## src/rtl/tcr_pkg.sv

```systemverilog
// Types, constants and codes shared by the TCP connection responder.
`timescale 1ns / 1ps
`default_nettype none
package tcr_pkg;

  localparam int unsigned TABLE_ENTRIES = 16;
  localparam int unsigned IDX_W = (TABLE_ENTRIES > 1) ? $clog2(TABLE_ENTRIES) : 1;
  localparam int unsigned SLOT_W = 4;

  localparam logic [1:0] PH_FREE    = 2'd0;
  localparam logic [1:0] PH_SYNRCVD = 2'd1;
  localparam logic [1:0] PH_ESTAB   = 2'd2;
  localparam logic [1:0] PH_LASTACK = 2'd3;

  localparam logic [2:0] OC_OPENED  = 3'd0;
  localparam logic [2:0] OC_FULL    = 3'd1;
  localparam logic [2:0] OC_NOCONN  = 3'd2;
  localparam logic [2:0] OC_ESTAB   = 3'd3;
  localparam logic [2:0] OC_BADACK  = 3'd4;
  localparam logic [2:0] OC_ECHO    = 3'd5;
  localparam logic [2:0] OC_CLOSED  = 3'd6;
  localparam logic [2:0] OC_IGNORED = 3'd7;

  localparam logic [15:0] WINDOW_RESET = 16'hFFFF;

  typedef struct packed {
    logic [31:0] source_ip;
    logic [31:0] dest_ip;
    logic [15:0] source_port;
    logic [15:0] dest_port;
    logic [31:0] seq_in;
    logic [31:0] ack_in;
    logic        syn_flag;
    logic        fin_flag;
    logic [15:0] ip_total_length;
    logic [3:0]  ip_header_words;
    logic [3:0]  tcp_header_words;
    logic [15:0] ip_ident;
  } tcr_in_t;

  typedef struct packed {
    logic [2:0]  outcome;
    logic        reply_valid;
    logic        reply_syn;
    logic        reply_ack_flag;
    logic        reply_fin;
    logic        reply_psh;
    logic [31:0] reply_seq;
    logic [31:0] reply_ack_number;
    logic [15:0] reply_window;
    logic [15:0] reply_payload_length;
    logic [15:0] reply_ip_ident;
    logic [3:0]  connection_slot;
  } tcr_out_t;

  // Lookup wave that travels down the row of cells, one cell per cycle.
  typedef struct packed {
    logic             valid;
    logic             syn_found;
    logic [IDX_W-1:0] syn_idx;
    logic [31:0]      syn_exp;
    logic             oth_found;
    logic [IDX_W-1:0] oth_idx;
    logic [1:0]       oth_phase;
    logic [31:0]      oth_exp;
    logic             free_found;
    logic [IDX_W-1:0] free_idx;
  } tcr_wave_t;

  typedef enum logic [1:0] {
    WOP_ALLOC,
    WOP_PHASE,
    WOP_UPDATE
  } tcr_wop_e;

  typedef struct packed {
    logic             en;
    logic [IDX_W-1:0] idx;
    tcr_wop_e         op;
    logic [1:0]       phase;
    logic [31:0]      exp;
  } tcr_wr_t;

endpackage
`default_nettype wire

```

## src/rtl/tcp_connection_responder.sv

```systemverilog
// Top level of the TCP passive-open connection responder.
// Each received segment header is one item and gives one result item. The
// table entries form a row of cells; a lookup wave passes one cell per
// cycle, through the start register and then each cell register in turn,
// and the result is registered once the wave leaves the last cell. It is
// held until out_ready_i. One item is in flight at a time, and the next
// item is accepted only after the result has been taken. The window
// register may be written whenever no item is in flight.
`timescale 1ns / 1ps
`default_nettype none
module tcp_connection_responder (
  input  wire logic              clk_i,
  input  wire logic              rst_ni,
  input  wire logic              in_valid_i,
  output logic                   in_ready_o,
  input  wire tcr_pkg::tcr_in_t  in_item_i,
  output logic                   out_valid_o,
  input  wire logic              out_ready_i,
  output tcr_pkg::tcr_out_t      out_item_o,
  input  wire logic              cfg_we_i,
  input  wire logic [15:0]       cfg_wdata_i
);
  import tcr_pkg::*;

  localparam logic [1:0] ST_IDLE = 2'd0;
  localparam logic [1:0] ST_SCAN = 2'd1;
  localparam logic [1:0] ST_OUT  = 2'd2;

  logic [1:0]  state_q, state_d;
  logic [15:0] win_q;
  tcr_in_t     item_q;
  logic [15:0] plen_q;
  logic        start_q;
  tcr_out_t    out_q, out_d;
  tcr_wr_t     wr;
  tcr_wave_t   wave_head;
  tcr_wave_t   wave [TABLE_ENTRIES+1];
  tcr_wave_t   res;
  logic [6:0]  hdr;
  logic        in_acc;
  logic        fin;
  logic [31:0] ack_plus;

  assign in_ready_o  = (state_q == ST_IDLE);
  assign in_acc      = in_valid_i && in_ready_o;
  assign out_valid_o = (state_q == ST_OUT);
  assign out_item_o  = out_q;

  assign hdr = {1'b0, in_item_i.ip_header_words, 2'b00} +
               {1'b0, in_item_i.tcp_header_words, 2'b00};

  always_ff @(posedge clk_i or negedge rst_ni) begin
    if (!rst_ni) begin
      win_q <= WINDOW_RESET;
    end else if (cfg_we_i) begin
      win_q <= cfg_wdata_i;
    end
  end

  always_ff @(posedge clk_i) begin
    if (in_acc) begin
      item_q <= in_item_i;
      plen_q <= (in_item_i.ip_total_length > {9'd0, hdr}) ?
                in_item_i.ip_total_length - {9'd0, hdr} : 16'd0;
    end
  end

  always_comb begin
    wave_head       = '0;
    wave_head.valid = start_q;
  end

  assign wave[0] = wave_head;

  for (genvar i = 0; i < TABLE_ENTRIES; i++) begin : g_cell
    tcr_cell u_cell (
      .clk_i      (clk_i),
      .rst_ni     (rst_ni),
      .cell_idx_i (IDX_W'(i)),
      .key_i      (item_q),
      .wr_i       (wr),
      .wave_i     (wave[i]),
      .wave_o     (wave[i+1])
    );
  end

  assign res      = wave[TABLE_ENTRIES];
  assign fin      = item_q.fin_flag;
  assign ack_plus = item_q.ack_in + {16'd0, plen_q} + {31'd0, fin};

  // Decide the action once the wave has passed the last cell.
  always_comb begin
    state_d = state_q;
    out_d   = out_q;
    wr      = '0;
    wr.op   = WOP_PHASE;
    unique case (state_q)
      ST_IDLE: if (in_acc) state_d = ST_SCAN;
      ST_SCAN: begin
        if (res.valid) begin
          state_d = ST_OUT;
          out_d   = '0;
          if (item_q.syn_flag) begin
            if (!res.free_found) begin
              out_d.outcome = OC_FULL;
            end else begin
              wr.en    = 1'b1;
              wr.idx   = res.free_idx;
              wr.op    = WOP_ALLOC;
              wr.phase = PH_SYNRCVD;
              wr.exp   = 32'd1;
              out_d.outcome          = OC_OPENED;
              out_d.reply_valid      = 1'b1;
              out_d.reply_syn        = 1'b1;
              out_d.reply_ack_flag   = 1'b1;
              out_d.reply_ack_number = item_q.seq_in + 32'd1;
              out_d.reply_window     = win_q;
              out_d.reply_ip_ident   = item_q.ip_ident;
              out_d.connection_slot  = SLOT_W'(res.free_idx);
            end
          end else if (res.syn_found) begin
            wr.en  = 1'b1;
            wr.idx = res.syn_idx;
            out_d.connection_slot = SLOT_W'(res.syn_idx);
            if (item_q.ack_in == res.syn_exp) begin
              wr.phase      = PH_ESTAB;
              out_d.outcome = OC_ESTAB;
            end else begin
              wr.phase      = PH_FREE;
              out_d.outcome = OC_BADACK;
            end
          end else if (res.oth_found) begin
            out_d.connection_slot = SLOT_W'(res.oth_idx);
            wr.idx = res.oth_idx;
            if (res.oth_phase == PH_ESTAB) begin
              wr.en    = 1'b1;
              wr.op    = WOP_UPDATE;
              wr.exp   = ack_plus;
              wr.phase = fin ? PH_LASTACK : PH_ESTAB;
              out_d.outcome              = OC_ECHO;
              out_d.reply_valid          = 1'b1;
              out_d.reply_ack_flag       = 1'b1;
              out_d.reply_fin            = fin;
              out_d.reply_psh            = 1'b1;
              out_d.reply_seq            = item_q.ack_in;
              out_d.reply_ack_number     = item_q.seq_in + {16'd0, plen_q} + {31'd0, fin};
              out_d.reply_window         = win_q;
              out_d.reply_payload_length = plen_q;
              out_d.reply_ip_ident       = item_q.ip_ident;
            end else if (item_q.ack_in == res.oth_exp) begin
              wr.en         = 1'b1;
              wr.phase      = PH_FREE;
              out_d.outcome = OC_CLOSED;
            end else begin
              out_d.outcome = OC_IGNORED;
            end
          end else begin
            out_d.outcome = OC_NOCONN;
          end
        end
      end
      ST_OUT: if (out_ready_i) state_d = ST_IDLE;
      default: state_d = ST_IDLE;
    endcase
  end

  always_ff @(posedge clk_i or negedge rst_ni) begin
    if (!rst_ni) begin
      state_q <= ST_IDLE;
      start_q <= 1'b0;
    end else begin
      state_q <= state_d;
      start_q <= in_acc;
    end
  end

  always_ff @(posedge clk_i) begin
    out_q <= out_d;
  end

  // A result shows up only after the wave has left the last cell.
  assert property (@(posedge clk_i) disable iff (!rst_ni)
    $rose(out_valid_o) |-> $past(res.valid))
    else $error("result without completed lookup");

  // Outcomes without a reply carry an all-zero window.
  assert property (@(posedge clk_i) disable iff (!rst_ni)
    (out_valid_o && !out_item_o.reply_valid) |-> (out_item_o.reply_window == 16'd0))
    else $error("reply fields set without reply");

  // A full table or a missing connection never replies.
  assert property (@(posedge clk_i) disable iff (!rst_ni)
    (out_valid_o && (out_item_o.outcome == OC_FULL || out_item_o.outcome == OC_NOCONN))
      |-> (!out_item_o.reply_valid && out_item_o.connection_slot == '0))
    else $error("reply or slot on failed lookup");

endmodule
`default_nettype wire

```

## src/rtl/tcr_cell.sv

```systemverilog
// One connection table entry with its step of the lookup wave.
`timescale 1ns / 1ps
`default_nettype none
module tcr_cell (
  input  wire logic                    clk_i,
  input  wire logic                    rst_ni,
  input  wire logic [tcr_pkg::IDX_W-1:0] cell_idx_i,
  input  wire tcr_pkg::tcr_in_t        key_i,
  input  wire tcr_pkg::tcr_wr_t        wr_i,
  input  wire tcr_pkg::tcr_wave_t      wave_i,
  output tcr_pkg::tcr_wave_t           wave_o
);
  import tcr_pkg::*;

  logic [1:0]  phase_q;
  logic [31:0] peer_ip_q, own_ip_q, exp_q;
  logic [15:0] peer_port_q, own_port_q;
  logic        match;
  logic        sel;
  tcr_wave_t   wave_d, wave_q;

  assign match = (peer_ip_q == key_i.source_ip) && (own_ip_q == key_i.dest_ip) &&
                 (peer_port_q == key_i.source_port) && (own_port_q == key_i.dest_port);
  assign sel = wr_i.en && (wr_i.idx == cell_idx_i);

  always_ff @(posedge clk_i or negedge rst_ni) begin
    if (!rst_ni) begin
      phase_q <= PH_FREE;
    end else if (sel) begin
      phase_q <= wr_i.phase;
    end
  end

  always_ff @(posedge clk_i) begin
    if (sel) begin
      unique case (wr_i.op)
        WOP_ALLOC: begin
          peer_ip_q   <= key_i.source_ip;
          own_ip_q    <= key_i.dest_ip;
          peer_port_q <= key_i.source_port;
          own_port_q  <= key_i.dest_port;
          exp_q       <= wr_i.exp;
        end
        WOP_UPDATE: exp_q <= wr_i.exp;
        default: ;
      endcase
    end
  end

  always_comb begin
    wave_d = wave_i;
    if (wave_i.valid) begin
      if (phase_q == PH_SYNRCVD && match && !wave_i.syn_found) begin
        wave_d.syn_found = 1'b1;
        wave_d.syn_idx   = cell_idx_i;
        wave_d.syn_exp   = exp_q;
      end
      if ((phase_q == PH_ESTAB || phase_q == PH_LASTACK) && match && !wave_i.oth_found) begin
        wave_d.oth_found = 1'b1;
        wave_d.oth_idx   = cell_idx_i;
        wave_d.oth_phase = phase_q;
        wave_d.oth_exp   = exp_q;
      end
      if (phase_q == PH_FREE && !wave_i.free_found) begin
        wave_d.free_found = 1'b1;
        wave_d.free_idx   = cell_idx_i;
      end
    end
  end

  always_ff @(posedge clk_i or negedge rst_ni) begin
    if (!rst_ni) begin
      wave_q <= '0;
    end else begin
      wave_q <= wave_d;
    end
  end

  assign wave_o = wave_q;

endmodule
`default_nettype wire
```

## config.mk

```make
export PLATFORM = sky130hd
export DESIGN_NAME = tcp_connection_responder
export DESIGN_NICKNAME = d
export VERILOG_FILES = /design/src/rtl/tcr_pkg.sv /design/src/rtl/tcp_connection_responder.sv /design/src/rtl/tcr_cell.sv
export SDC_FILE = /design/constraint.sdc
export NUM_CORES = 2
export LEC_CHECK = 0
export BUFFER_PORTS_ARGS = -buffer_cell sky130_fd_sc_hd__clkbuf_2
export CORE_MARGIN = 8
export CORE_UTILIZATION = 35
export DETAILED_ROUTE_END_ITERATION = 16
export GPL_TIMING_DRIVEN = 1
export SETUP_SLACK_MARGIN = 0.4
export SYNTH_ARGS = -nofsm -noshare
export SYNTH_HDL_FRONTEND = slang
export SYNTH_HIERARCHICAL = 1
export SYNTH_SLANG_ARGS = --single-unit
```

## constraint.sdc

```tcl
create_clock -name clk_i -period 30.4 [get_ports clk_i]
set_clock_uncertainty 0.05 [all_clocks]
set_input_delay 6.08 -clock clk_i [delete_from_list [all_inputs] [get_ports clk_i]]
set_output_delay 6.08 -clock clk_i [all_outputs]
set_load 0.005 [all_outputs]
```

==> flow_metrics.tcl <==
set metrics [dict create \
    status "completed" \
    holdBufCountCts 0 \
    reg2reg_depth 12 \
    rows 238 \
    clkLatencyLatePin_ns 0.91 \
    routed_wl_um 321000 \
    hold_end "g_cell[14].u_cell/wave_o[81]" \
    worstPathRequired_ns 31.22 \
    route.met3.wl_um 11500 \
    ctsResizeCount 0 \
    crit_top_cell "buf_4" \
    avgSynthCellArea_sq_um 17.7 \
    clk_pin_slew_worst_paths_ns 0.06 \
    timing.rr.end "g_cell[0].u_cell/own_ip_q[15]" \
    path_cells "buf_12 -> buf_4 -> buf_4 -> buf_4 -> buf_4 -> buf_4" \
    cts_setup_buffers 0 \
    drive_above_1_share_pct 26.6 \
    core_area_sq_um 419000 \
    rsz0062_at_grt "false" \
    cts_made_buffers 377 \
    initial_core_util_pct 35.1 \
    syn_to_final_growth_pct 15.7 \
    wire_per_inst_um 21.0 \
    antenna_found_initial 15 \
    drt_iter0_markers 4324 \
    vdd_ir_drop_max_v 0.0000476 \
    cts_htree_levels 5 \
    min_period_ns 10.09 \
    power.density_nw_per_um2 62.3 \
    yosysWarnings 6 \
    postRouteAntennaNets 0 \
    maxCapViolCount 0 \
    max_freq_ghz 0.0991 \
    layout.nets 9685 \
    startpoint_type "input pin" \
    overflow 0 \
    post-route-period-util_pct 33.2 \
    reg2reg_setup_slack_ns 24.76 \
    finalPower_mw 10.6 \
    syn_area_sq_um 147000 \
    grt_max_degree 180 \
    grt_pass1_wl_um 489000 \
    dieArea_sq_um 441000 \
    met1_length_um 148000 \
    slew_viol_final 0 \
    drt_pass1_iterations 5 \
    ios 349 \
    syn-instance-count 8297 \
    worst_pin_slew_ns 1.28 \
    wl_met2_um 155000 \
    dp_hpwl_um 204000 \
    holdPathStages 0 \
    remaining_drc_errors 0 \
    die_w_um 664 \
    path_buf_inv 6 \
    final_common_cell "edfxtp_1" \
    slowest_delay_ns 0.90 \
    die_h_um 664 \
    viasPerCell 4.68 \
    critPathKind "in2async" \
    crit_fanout 179 \
    clock_path_buffers 4 \
    highest_layer "met5" \
    final_cell_mix "edfxtp_1 (2365), xnor2_1 (1593), dfrtp_1 (1347)" \
    min_from "g_cell[13].u_cell/wave_o[81]" \
    arrival_ns 10.91 \
    cts_tree "done" \
    gp_congestion 0.807 \
    crit_slowest_cell "buf_4" \
    r2r_start "g_cell[15].u_cell/wave_o[80]" \
    slew_headroom_pct 14.2 \
    vias 71500 \
    crit_family "buffers and inverters" \
    hold_slack_ns 0.358 \
    end_kind "async pin" \
    final_hold_viol_count 0 \
    io_buffers 348 \
    hp-class "reg2reg" \
    cts_root_buffer "clkbuf_16" \
    cts_sinks 3728 \
    power.leakage_nw 59.9 \
    finalSetupViolations 0 \
    grt_pass1_vias 77000 \
    tns_ns 0 \
    grt.total_usage_pct 14.2 \
]
## area by class of cell
| class | count | area (sq um) |
|---|---|---|
| fill | 37300 | 249000 |
| clock buffer | 524 | 10600 |
| antenna | 7 | 17.5 |
| sequential | 3728 | 105000 |
| timing repair buffer | 575 | 3470 |
| clock inverter | 185 | 2190 |
| tap | 5520 | 6910 |
| multi-input combinational | 4678 | 41700 |
| inverter | 56 | 215 |
## stage by stage
| stage | setup WS (ns) | instances | utilization [%] | instance area [sq um] |
|---|---|---|---|---|
| after floorplan | 19.25 | 8635 | - | 148000 |
| after global placement | 19.32 | 14600 | 37.5 | 157000 |
| after detailed placement | 19.10 | 14600 | 37.5 | 157000 |
| after CTS | 20.09 | 15300 | 40.6 | 170000 |
| after global routing | 19.45 | 15300 | 40.6 | 170000 |
| final | 20.31 | 15300 | 40.6 | 170000 |
## state kept, by name (all words and copies together) (netlist names), 2 cells and up
register                   flops
g_cell.u_cell/exp_q          512
g_cell.u_cell/own_ip_q       512
g_cell.u_cell/own_port_q     256
g_cell.u_cell/peer_ip_q      512
g_cell.u_cell/peer_port_q    256
g_cell.u_cell/phase_q         32
g_cell.u_cell/wave_o        1312
item_q                       177
out_item_o                   123
plen_q                        16
state_q                        2
win_q                         16
## how the worst max path moves through the flow
| stage | cells past startpoint | endpoint | slack, ns | start |
|---|---|---|---|---|
| 6_report | 6 | g_cell[9].u_cell/wave_o[40] | 20.31 | rst_ni |
| 4_1_cts | 6 | g_cell[9].u_cell/wave_o[1] | 20.09 | rst_ni |
| 3_5_place_dp | 6 | g_cell[6].u_cell/wave_o[3] | 19.10 | rst_ni |
| 5_1_grt | 6 | g_cell[9].u_cell/wave_o[1] | 19.45 | rst_ni |
| 3_3_place_gp | 6 | g_cell[6].u_cell/wave_o[0] | 19.32 | rst_ni |
| 2_1_floorplan | 1 | start_q | 19.25 | in_valid_i |
## worst reg2reg max path: cells and delay by family (launching register included)
family / cells / cell delay (ns)
flops: 1 / 0.53
simple gates: 6 / 1.51
buf+inv: 6 / 3.03
## layer usage
metal / track usage (%) / vias up
met1: 19.5 / 37200
met3: 1.77 / 455
met4: 3.46 / 6
met5: 0 / -
met2: 24.0 / 1321
li1: - / 32500
## power breakdown
group | switching (mW) | internal, mW
clock | 1.92 | 2.81
combinational | 0.186 | 0.167
sequential | 0.0449 | 5.48
Power figures use the tool's default switching activity.
